**config.mk**
```make
export PLATFORM = sky130hd
export DESIGN_NAME = wvm_ctrl
export DESIGN_NICKNAME = d
export VERILOG_FILES = /design/src/rtl/wvm_pkg.sv /design/src/rtl/wvm_ctrl.sv
export SDC_FILE = /design/constraint.sdc
export NUM_CORES = 1
export LEC_CHECK = 0
export BUFFER_PORTS_ARGS = -buffer_cell sky130_fd_sc_hd__buf_2
export CORE_MARGIN = 1.5
export CORE_UTILIZATION = 35
export DETAILED_ROUTE_END_ITERATION = 10
export GPL_TIMING_DRIVEN = 0
export HOLD_SLACK_MARGIN = 0.05
export PLACE_DENSITY = 0.69
export SETUP_SLACK_MARGIN = 0.1
export SLEW_MARGIN = 30
export SYNTH_ARGS = -nofsm -noshare
export SYNTH_HDL_FRONTEND = slang
export SYNTH_SLANG_ARGS = --single-unit
export TNS_END_PERCENT = 30
```
**constraint.sdc**
```tcl
create_clock -name clock -period 2.3 [get_ports clock]
set_input_delay 0.23 -clock clock [delete_from_list [all_inputs] [get_ports clock]]
set_output_delay 0.23 -clock clock [all_outputs]
set_load 0.02 [all_outputs]
```
**src/rtl/wvm_pkg.sv**
```systemverilog
// ============================================================================
// wvm_pkg
// Shared constants, types and helper functions of the wavetable voice mixer.
// ============================================================================
package wvm_pkg;

   localparam int TableSize    = 1024;
   localparam int VoiceCount   = 4;
   localparam int OscsPerVoice = 3;
   localparam int OscTotal     = VoiceCount * OscsPerVoice;
   localparam int IdxBits      = $clog2(TableSize);
   localparam int VoiceBits    = 2;
   localparam int OscBits      = $clog2(OscTotal);
   localparam int OscSubBits   = 2;

   localparam logic [31:0] BaseStep   = 32'd10713070;
   localparam logic [31:0] DetuneStep = 32'd10713;
   localparam logic [23:0] CountMax   = 24'hFFFFFF;
   localparam logic [24:0] EnvFull    = 25'd16777216;
   localparam logic [15:0] ThirdQ16   = 16'd21845;

   localparam logic [2:0] RegLevelSaw  = 3'd0;
   localparam logic [2:0] RegLevelTri  = 3'd1;
   localparam logic [2:0] RegLevelSq   = 3'd2;
   localparam logic [2:0] RegLevelPu   = 3'd3;
   localparam logic [2:0] RegAttackLen = 3'd4;
   localparam logic [2:0] RegAttackStp = 3'd5;
   localparam logic [2:0] RegDecayLen  = 3'd6;
   localparam logic [2:0] RegDecayStp  = 3'd7;

   localparam logic CmdTick = 1'b0;
   localparam logic CmdNote = 1'b1;

   // Commands from the controller to the datapath.
   typedef struct packed {
      logic                 note_write;
      logic                 env_step;
      logic                 osc_step;
      logic                 voice_close;
      logic                 total_clear;
      logic [VoiceBits-1:0] voice;
      logic [OscBits-1:0]   osc;
   } cmd_type;

   typedef struct packed {
      logic [15:0] level_saw;
      logic [15:0] level_tri;
      logic [15:0] level_sq;
      logic [15:0] level_pu;
      logic [15:0] attack_len;
      logic [24:0] attack_step;
      logic [15:0] decay_len;
      logic [24:0] decay_step;
   } cfg_type;

   function automatic logic [31:0] octave9_step(input logic [3:0] r);
      logic [31:0] v;
      case (r)
         4'd0:    v = 32'd815363807;
         4'd1:    v = 32'd863847862;
         4'd2:    v = 32'd915214929;
         4'd3:    v = 32'd969636441;
         4'd4:    v = 32'd1027294024;
         4'd5:    v = 32'd1088380105;
         4'd6:    v = 32'd1153098554;
         4'd7:    v = 32'd1221665362;
         4'd8:    v = 32'd1294309365;
         4'd9:    v = 32'd1371273005;
         4'd10:   v = 32'd1452813141;
         4'd11:   v = 32'd1539201906;
         default: v = 32'd0;
      endcase
      return v;
   endfunction

   // Phase step of a MIDI note, rounded half up after the octave shift.
   function automatic logic [31:0] note_step(input logic [6:0] n);
      logic [12:0] q;
      logic [3:0]  k;
      logic [6:0]  r;
      logic [3:0]  sh;
      logic [32:0] v;
      // The octave is n * 43 / 512, which equals n / 12 for every note number.
      q  = 13'(n) * 13'd43;
      k  = q[12:9];
      r  = n - ({3'b0, k} << 3) - ({3'b0, k} << 2);
      sh = 4'd10 - k;
      v  = {1'b0, octave9_step(r[3:0])};
      if (sh != 4'd0) begin
         v = v + (33'd1 << (sh - 4'd1));
      end
      v = v >> sh;
      return v[31:0];
   endfunction

endpackage

```
**src/rtl/wvm_ctrl.sv**
```systemverilog
// ============================================================================
// wvm_ctrl
// Sequencer: walks the voices of a tick in turn, and each voice's oscillators one per cycle.
// ============================================================================
module wvm_ctrl (
   input  logic                clock,
   input  logic                reset,
   input  logic                req_tvalid,
   output logic                req_tready,
   input  logic                req_cmd,
   input  logic [1:0]          req_voice,
   output logic                rsp_tvalid,
   input  logic                rsp_tready,
   output logic                out_load,
   output wvm_pkg::cmd_type    cmd
);

   localparam logic [2:0] StIdle  = 3'd0;
   localparam logic [2:0] StEnv   = 3'd1;
   localparam logic [2:0] StOsc   = 3'd2;
   localparam logic [2:0] StSum   = 3'd3;
   localparam logic [2:0] StFinal = 3'd4;
   localparam logic [2:0] StOut   = 3'd5;

   logic [2:0]                     state_ff, state_in;
   logic [wvm_pkg::VoiceBits-1:0]  voice_ff, voice_in;
   logic [wvm_pkg::OscSubBits-1:0] sub_ff, sub_in;
   logic                           valid_ff, valid_in;
   logic                           accept;
   logic                           last_voice;
   logic                           last_osc;

   assign accept     = req_tvalid && req_tready;
   assign req_tready = (state_ff == StIdle) && (!valid_ff || rsp_tready);
   assign rsp_tvalid = valid_ff;
   assign last_voice = voice_ff == wvm_pkg::VoiceBits'(wvm_pkg::VoiceCount - 1);
   assign last_osc   = sub_ff == wvm_pkg::OscSubBits'(wvm_pkg::OscsPerVoice - 1);

   always_comb begin
      state_in = state_ff;
      voice_in = voice_ff;
      sub_in   = sub_ff;
      valid_in = valid_ff;
      out_load = 1'b0;
      cmd      = '0;
      cmd.voice = accept ? req_voice : voice_ff;
      cmd.osc  = wvm_pkg::OscBits'(voice_ff * wvm_pkg::OscBits'(wvm_pkg::OscsPerVoice))
                 + wvm_pkg::OscBits'(sub_ff);
      if (valid_ff && rsp_tready) begin
         valid_in = 1'b0;
      end
      unique case (state_ff)
         StIdle: begin
            if (accept) begin
               if (req_cmd == wvm_pkg::CmdNote) begin
                  cmd.note_write = 1'b1;
               end else begin
                  cmd.total_clear = 1'b1;
                  voice_in = '0;
                  sub_in   = '0;
                  state_in = StEnv;
               end
            end
         end
         StEnv: begin
            cmd.env_step = 1'b1;
            state_in = StOsc;
         end
         StOsc: begin
            cmd.osc_step = 1'b1;
            if (last_osc) begin
               state_in = StSum;
            end else begin
               sub_in = sub_ff + 1'b1;
            end
         end
         StSum: begin
            // The last oscillator's mix is added to the voice sum here.
            state_in = StFinal;
         end
         StFinal: begin
            cmd.voice_close = 1'b1;
            sub_in = '0;
            if (last_voice) begin
               state_in = StOut;
            end else begin
               voice_in = voice_ff + 1'b1;
               state_in = StEnv;
            end
         end
         StOut: begin
            out_load = 1'b1;
            valid_in = 1'b1;
            state_in = StIdle;
         end
         default: state_in = StIdle;
      endcase
   end

   always_ff @(posedge clock) begin
      if (reset) begin
         state_ff <= StIdle;
         voice_ff <= '0;
         sub_ff   <= '0;
         valid_ff <= 1'b0;
      end else begin
         state_ff <= state_in;
         voice_ff <= voice_in;
         sub_ff   <= sub_in;
         valid_ff <= valid_in;
      end
   end

endmodule

```
# After elaboration in Yosys (flattened, before gate mapping)
# Index checks and enable logic that the tools add are counted.
# Widths: inputs -> output; s select.
# op_classes
add_sub_neg	3
n_reduce_logical	12
multipliers	1
mux	24
eq_ne	12
# ops
operator	n
$pmux 3 s5	1
$mux 1	12
$mux 3	4
$mux 2	5
$ne 2x2->1 const B	5
$reduce_and 4->1	2
$eq 3x2->1 const B	2
$eq 3x3->1 const B	2
$pmux 2 s3	1
$add 2x1->2 const B	2
$add 4x2->4	1
$eq 2x2->1 const B	2
$mul 2x2->4 const B	1
$pmux 2 s2	1
$reduce_bool 2->1	2
$eq 3x1->1 const B	1
$logic_and 1x1->1	3
$logic_not 3->1	1
$reduce_and 3->1	1
$reduce_bool 3->1	1
$logic_not 1->1	1
$logic_or 1x1->1	1
# word_totals
reg_bits	8
input_bits	7
out_inout_bits	14
wordCells	56

# Logic depth before layout (Yosys ltp)
# Gate-level depths: netlist of run 1.
# logic_depth
depth_word	6
mapped_depth	6
depth_no_buf	5

# Least setup slack after synthesis of run 1
# No wires, ideal clock.
# synth_timing
path_kind	register to output
startpoint	reg voice_ff[0] in the netlist's numbering
endpoint	out cmd[2] in the netlist's numbering
path_buffers	0
required_time_ns	2.070
t_arrival_ns	1.801
stages_incl_launch_ff	6
path_slack_ns	0.269
cell_sequence	dfxtp_1 > inv_1 > fa_1 > inv_1 > ha_1 > fa_1
# synth_lines
item	line_no	rtl
from (decl)	wvm_ctrl.sv:26	logic [wvm_pkg::VoiceBits-1:0] voice_ff, voice_in;
from (signal assigned)	wvm_ctrl.sv:108	voice_ff <= voice_in;
to (decl)	wvm_ctrl.sv:15	output wvm_pkg::cmd_type cmd

==> impl_metrics.yaml, run 1 <==
run_status:
  run_status: "finished clean"
logic_synthesis:
  post_synth_mux_area_share: 0.0381
  synth.top_cells.by_area: "sky130_fd_sc_hd__dfxtp_1 27%, sky130_fd_sc_hd__ha_1 8.5%, sky130_fd_sc_hd__fa_1 6.8%"
  synth_compound_gate_area_share: 0.159
  synth-simple-area-share: 0.231
  synth_top_family_by_area: "simple AND/OR/NAND/NOR gates"
  post-synth-top-area-cell: "sky130_fd_sc_hd__dfxtp_1"
  synth-seq-cells: 8
  post_synthesis_instance_area_um2: 591
  postSynthAreaPerCell_um2: 8.56
  synth.lib_cells_used.distinct: 32
  yosys.area.top_type_share: 0.271
  synthCells: 69
  yosysMostFrequentCell: "sky130_fd_sc_hd__inv_1"
  yosys_warns: 0
  async_flop_share: 0
  synth.net_count: 82
  yosys.area_share.adder: 0.153
  synth-seq-area-share: 0.271
  synthFlopType: "sky130_fd_sc_hd__dfxtp_1"
  synthesized_area_fraction_occupied_by_xor_and_xnor_cells: 0.0148
  synth.top_cells.by_count: "9 x sky130_fd_sc_hd__inv_1, 8 x sky130_fd_sc_hd__dfxtp_1, 7 x sky130_fd_sc_hd__nor2_1, 4 x sky130_fd_sc_hd__ha_1"
  edff_count_synth: 0
grt:
  grt_pass1_vias: 466
  antenna_found_initial: 0
  pin_count_of_the_biggest_net_entering_global_routing: 11
  grt_usage: 0.148
  grt_first_pass_wirelength_mm: 1.96
  grt_overflow: 0
finish:
  layout.cell_area.non_filler_um2: 776
  layout-area-overhead-vs-synth_pct: 31.4
  n_antenna_cell: 0
  fillers: 165
  final_cells: 111
  total_area_of_multi_input_combinational_cells_um2: 354
  final-seq-area_um2: 169
  share_of_post_route_cells_with_drive_strength_above_1: 0.411
  num-nets-final: 110
setup_path:
  worst_r2r_path_depth: 5
  critPathLaunch: "sub_ff[1]"
  critPathCapture: "cmd[2]"
  cp.required_ns: 2.07
  setup.worst_path.start_class: "flop"
  critical_path_class: "reg -> out"
  ff2ff_setup_slack_ns: 0.88
  r2r-start: "sub_ff[0]"
  path_max_fanout: 2
  timing.critical_path.arrival_ns: 1.98
  critical_path.reg2reg.endpoint: "sub_ff[0]"
  critPathCaptureType: "primary output"
drt:
  drt_pre_antenna_iters: 4
  postRouteAntennaNets: 0
  drt-vias-per-instance: 5.10
  drt-wirelength-per-cell_um: 11.3
  detail_route.iter0.violations: 7
  drc: 0
  detailroute.via_count: 566
  finalWirelength_mm: 1.26
timing:
  min_period_over_period: 0.961
  post_layout_minimum_cycle_time_ns: 2.21
  finalHoldWorstSlack_ns: 0.340
  timing.setup.tns_ns: 0
  rsz_0062_raised_after_global_routing: "yes"
  finalClockSkew_ns: 0.00397
  finalMaxSlewViolations: 0
  max_slew_margin_vs_limit: 0.727
  tightest_slew_ns: 0.409
  timing.final.setup_violations: 0
  max_clock_freq_ghz: 0.453
  hold_viol: 0
floorplanning:
  dieArea_um2: 1940
  top_level_ports: 21
  core_area_um2: 1540
  chip_height_um: 44.1
  chipWidth_um: 44.1
  placement_rows: 14
  start_util: 0.383
place:
  io_buffer_count: 19
  detailed_place.area_um2: 706
  dp.final_hpwl_um: 918
  gpl.final_weighted_congestion: 0.758
  placed_cells: 104
power:
  power.total_mw: 0.389
  leakagePower_nw: 0.392
  irDropWorstVdd_v: 0.000202
  cellPowerDensity_nw_per_um2: 501
clock_network:
  clkLatencyLatePin_ns: 0.26
  tritoncts_clock_tree: "yes"
  clock_path_buffers: 2
  clock-root-buffer: "sky130_fd_sc_hd__clkbuf_4"
  htreeDepth: 1
  clk_pin_slew_ns: 0.06
  clock-sinks: 8
  cts_buffers: 3
  holdBufCountCts: 0
min_path:
  worst_hold_path.num_cells: 2
  worst_hold_path_type: "in -> reg"
run:
  max_cap_violations: 0
==> power by group <==
| group | internal [mW] | switching, mW | total (mW) | leakage (nW) |
|---|---|---|---|---|
| Clock | 0.0601 | 0.0531 | 0.113 | 0.0138 |
| Combinational | 0.0554 | 0.0730 | 0.128 | 0.311 |
| Sequential | 0.143 | 0.00368 | 0.147 | 0.0670 |
==> cells by family after synthesis <==
kind of cell | Yosys count
multiplexers | 2
XOR/XNOR | 1
AO/OA/AOI/OAI | 14
buffers and inverters | 14
adder cells (fa/ha/maj) | 6
AND/OR/NAND/NOR | 24
flip-flops | 8
==> stage by stage <==
stage               utilization  setup slack (ns)
floorplan                     -             0.269
global placement          0.458             0.175
detailed placement        0.458             0.134
CTS                       0.494            0.0528
global route              0.503            0.0391
finish                    0.503            0.0907
==> critical path: stages, from the launching register on <==
cell,delay (ns)
sky130_fd_sc_hd__dfxtp_2,0.33
sky130_fd_sc_hd__inv_2,0.04
sky130_fd_sc_hd__fa_1,0.52
sky130_fd_sc_hd__inv_1,0.05
sky130_fd_sc_hd__ha_2,0.16
sky130_fd_sc_hd__fa_1,0.49
sky130_fd_sc_hd__buf_6,0.12
==> final cells by class <==
class                           instances  share of cell area
Buffer                                  5              0.0581
Clock buffer                            3              0.0290
Inverter                                9              0.0435
Multi-Input combinational cell         47               0.456
Sequential cell                         8               0.218
Tap cell                               16              0.0258
Timing Repair Buffer                   23               0.169
==> how the worst min path moves through the flow <==
| stage | end | from |
|---|---|---|
| after floorplan | state_ff[0] | req_tvalid |
| after CTS | state_ff[2] | reset |
| after global placement | sub_ff[0] | sub_ff[0] |
| after global routing | state_ff[2] | reset |
| after detailed placement | sub_ff[0] | sub_ff[0] |
| final | state_ff[2] | reset |
==> per-layer routing <==
layer  up-vias  global-route usage  wire [µm]
li1        289                   -          -
met1       252               0.181        574
met2        20               0.206        548
met3         5              0.0367         82
met4         0               0.145         50
met5         -                   0          0
==> registers in the layout, indices dropped and copies added, names as in the netlist <==
signal / flops
state_ff: 3
sub_ff: 2
voice_ff: 2
rsp_tvalid: 1
==> cell usage in the layout (no fill, tap or decap), types with 2 or more instances in the layout <==
master                     instances
sky130_fd_sc_hd__nand2_1           2
sky130_fd_sc_hd__a211oi_1          2
sky130_fd_sc_hd__inv_2             2
sky130_fd_sc_hd__inv_1             7
sky130_fd_sc_hd__buf_6             4
sky130_fd_sc_hd__nand3_1           2
sky130_fd_sc_hd__a31oi_1           2
sky130_fd_sc_hd__dfxtp_1           5
sky130_fd_sc_hd__mux2_1            2
sky130_fd_sc_hd__buf_2            18
sky130_fd_sc_hd__a21oi_1           2
sky130_fd_sc_hd__dfxtp_4           2
sky130_fd_sc_hd__ha_1              3
sky130_fd_sc_hd__and2_1            2
sky130_fd_sc_hd__fa_1              2
sky130_fd_sc_hd__o21ai_0           2
sky130_fd_sc_hd__buf_4             5
sky130_fd_sc_hd__nor2_1            7
sky130_fd_sc_hd__clkbuf_4          3
sky130_fd_sc_hd__nor3_1            3
==> timing repair <==
item                                    4_1_cts  5_1_grt
setup buffers                                 2        2
pin swaps                                     3        1
gates cloned                                  0        0
resized for setup                            10        0
endpoints found under the setup margin        2        2
Power figures use the tool's default switching activity.
==> run 2, diff against run 1 <==
--- a/config.mk
+++ b/config.mk
@@ -7,11 +7,11 @@
 export LEC_CHECK = 0
 export BUFFER_PORTS_ARGS = -buffer_cell sky130_fd_sc_hd__buf_2
 export CORE_MARGIN = 1.5
-export CORE_UTILIZATION = 35
+export CORE_UTILIZATION = 45
 export DETAILED_ROUTE_END_ITERATION = 10
 export GPL_TIMING_DRIVEN = 0
 export HOLD_SLACK_MARGIN = 0.05
-export PLACE_DENSITY = 0.69
+export PLACE_DENSITY = 0.82
 export SETUP_SLACK_MARGIN = 0.1
 export SLEW_MARGIN = 30
 export SYNTH_ARGS = -nofsm -noshare
==> impl_metrics.yaml, run 2 (synthesis results as in run 1) <==
clock_network:
  clkLatencyLatePin_ns: 0.25
  tritoncts_clock_tree: "yes"
  htreeDepth: 1
  clock_path_buffers: 2
  cts_buffers: 3
  clock-sinks: 8
  clk_pin_slew_ns: 0.06
  clock-root-buffer: "sky130_fd_sc_hd__clkbuf_4"
finish:
  layout-area-overhead-vs-synth_pct: 27.3
  n_antenna_cell: 0
  share_of_post_route_cells_with_drive_strength_above_1: 0.355
  reg_with_most_ffs: "state_ff"
  number_of_flip_flops_under_the_largest_register_name: 3
  layout_commonest_cell: "sky130_fd_sc_hd__buf_2"
  num-nets-final: 108
  final_cells: 107
  commonest_cells_after_routing_fill_and_taps_aside: "18 x sky130_fd_sc_hd__buf_2, 9 x sky130_fd_sc_hd__inv_1, 7 x sky130_fd_sc_hd__nor2_1"
  top_regs: "state_ff (3), sub_ff (2), voice_ff (2)"
  postLayoutCoreUtil: 0.642
place:
  io_buffer_count: 19
  gpl.final_weighted_congestion: 0.726
  place_ws_ns: 0.159
  dp.final_hpwl_um: 895
  placed_cells: 102
setup_path:
  worstPathBufferInverterCount: 3
  critical-path-slowest-cell: "sky130_fd_sc_hd__fa_1"
  timing.critical_path.arrival_ns: 2.03
  wp_depth: 6
  path_max_fanout: 2
  critPathCaptureType: "primary output"
  setup.worst_path.start_class: "flop"
  critical_path_class: "reg -> out"
  r2r-start: "sub_ff[0]"
  critPathMaxStageDelay_ns: 0.53
  ff2ff_setup_slack_ns: 0.87
  critical_path.reg2reg.endpoint: "sub_ff[1]"
  worst_path_dominant_cell_family: "adder cells"
  critPathLaunch: "voice_ff[0]"
  cp.required_ns: 2.07
  worst_r2r_path_depth: 4
  critPathCapture: "cmd[2]"
  path_cells: "inv_1 > fa_1 > inv_1 > ha_1 > fa_1 > buf_6"
timing:
  timing.final.setup_violations: 0
  max_slew_margin_vs_limit: 0.723
  post_layout_minimum_cycle_time_ns: 2.26
  timing.setup.tns_ns: 0
  finalMaxSlewViolations: 0
  hold_viol: 0
  tightest_slew_ns: 0.415
  timing.final.ws_setup_ns: 0.0420
  finalClockSkew_ns: 0.00562
  min_period_over_period: 0.982
  finalHoldWorstSlack_ns: 0.352
  max_clock_freq_ghz: 0.443
  rsz_0062_raised_after_global_routing: "yes"
drt:
  finalWirelength_mm: 1.23
  drt-wirelength-per-cell_um: 11.5
  detailroute.via_count: 540
  wl_met2_um: 591
  postRouteAntennaNets: 0
  route.top_layer_used: "met4"
  routed-wl-met3_um: 73
  detail_route.iter0.violations: 1
  drt-met1-wl_um: 553
  drt_pre_antenna_iters: 2
  drc: 0
  drt-vias-per-instance: 5.05
power:
  irDropWorstVdd_v: 0.000464
  cellPowerDensity_nw_per_um2: 508
  leakagePower_nw: 0.384
floorplanning:
  start_util: 0.504
  top_level_ports: 21
  core_area_um2: 1170
  dieArea_um2: 1540
  chipWidth_um: 39.2
  placement_rows: 12
  chip_height_um: 39.2
run:
  max_cap_violations: 0
run_status:
  run_status: "finished clean"
grt:
  grt_first_pass_wirelength_mm: 2.03
  grt_pass1_vias: 470
  antenna_found_initial: 0
  grt_usage: 0.202
  pin_count_of_the_biggest_net_entering_global_routing: 11
  grt_overflow: 0
min_path:
  worst_hold_path_type: "in -> reg"
-- run 2: cell count changes in the layout (fill, tap and decap cells not counted) --
cell                      previous run  this run
sky130_fd_sc_hd__inv_1               7         9
sky130_fd_sc_hd__ha_2                1         0
sky130_fd_sc_hd__dfxtp_4             2         1
sky130_fd_sc_hd__inv_2               2         0
sky130_fd_sc_hd__ha_1                3         4
sky130_fd_sc_hd__buf_4               5         3
sky130_fd_sc_hd__dfxtp_1             5         6
-- run 2: worst reg2reg max path: stages (launching register included) --
cell and delay [ns]:
sky130_fd_sc_hd__dfxtp_1 0.37, sky130_fd_sc_hd__inv_1 0.06, sky130_fd_sc_hd__ha_1 0.23, sky130_fd_sc_hd__or4_1 0.54
sky130_fd_sc_hd__o32ai_1 0.14
-- run 2: layout make-up --
cell class,instances,area (µm²)
multi-input combinational,47,352
clock buffer,3,22.5
fill,114,419
timing repair buffer,21,116
buffer,5,45.0
inverter,9,33.8
sequential,8,165
tap,14,17.5
-- run 2: how the worst min path moves through the flow --
stage / start / endpoint / slack, ns / cells after the start
floorplan: req_tvalid / state_ff[0] / 0.45 / 2
global placement: sub_ff[0] / sub_ff[0] / 0.51 / 1
detailed placement: sub_ff[0] / sub_ff[0] / 0.51 / 1
CTS: rsp_tready / rsp_tvalid / 0.35 / 3
global route: rsp_tready / rsp_tvalid / 0.38 / 3
finish: rsp_tready / rsp_tvalid / 0.35 / 3
-- run 2: metrics by stage --
stage	cell area (µm²)	power, mW
floorplan	591	0.250
global placement	703	0.276
detailed placement	703	0.279
CTS	748	0.388
global route	752	0.406
finish	752	0.382
-- run 2: timing repair --
action,in CTS,in global routing
endpoints found under the setup margin,2,2
buffers inserted,2,0
hold buffers,0,0
resized for setup,4,1
-- run 2: where the power goes --
| group | internal, mW | switching, mW | total [mW] |
|---|---|---|---|
| logic | 0.0549 | 0.0719 | 0.127 |
| clock network | 0.0597 | 0.0477 | 0.107 |
| registers | 0.145 | 0.00354 | 0.148 |
-- run 2: layer usage --
layer  up-vias  track usage
met4         0       0.0517
met2        16        0.338
met1       238        0.233
met5         -            0
li1        284            -
met3         2       0.0867
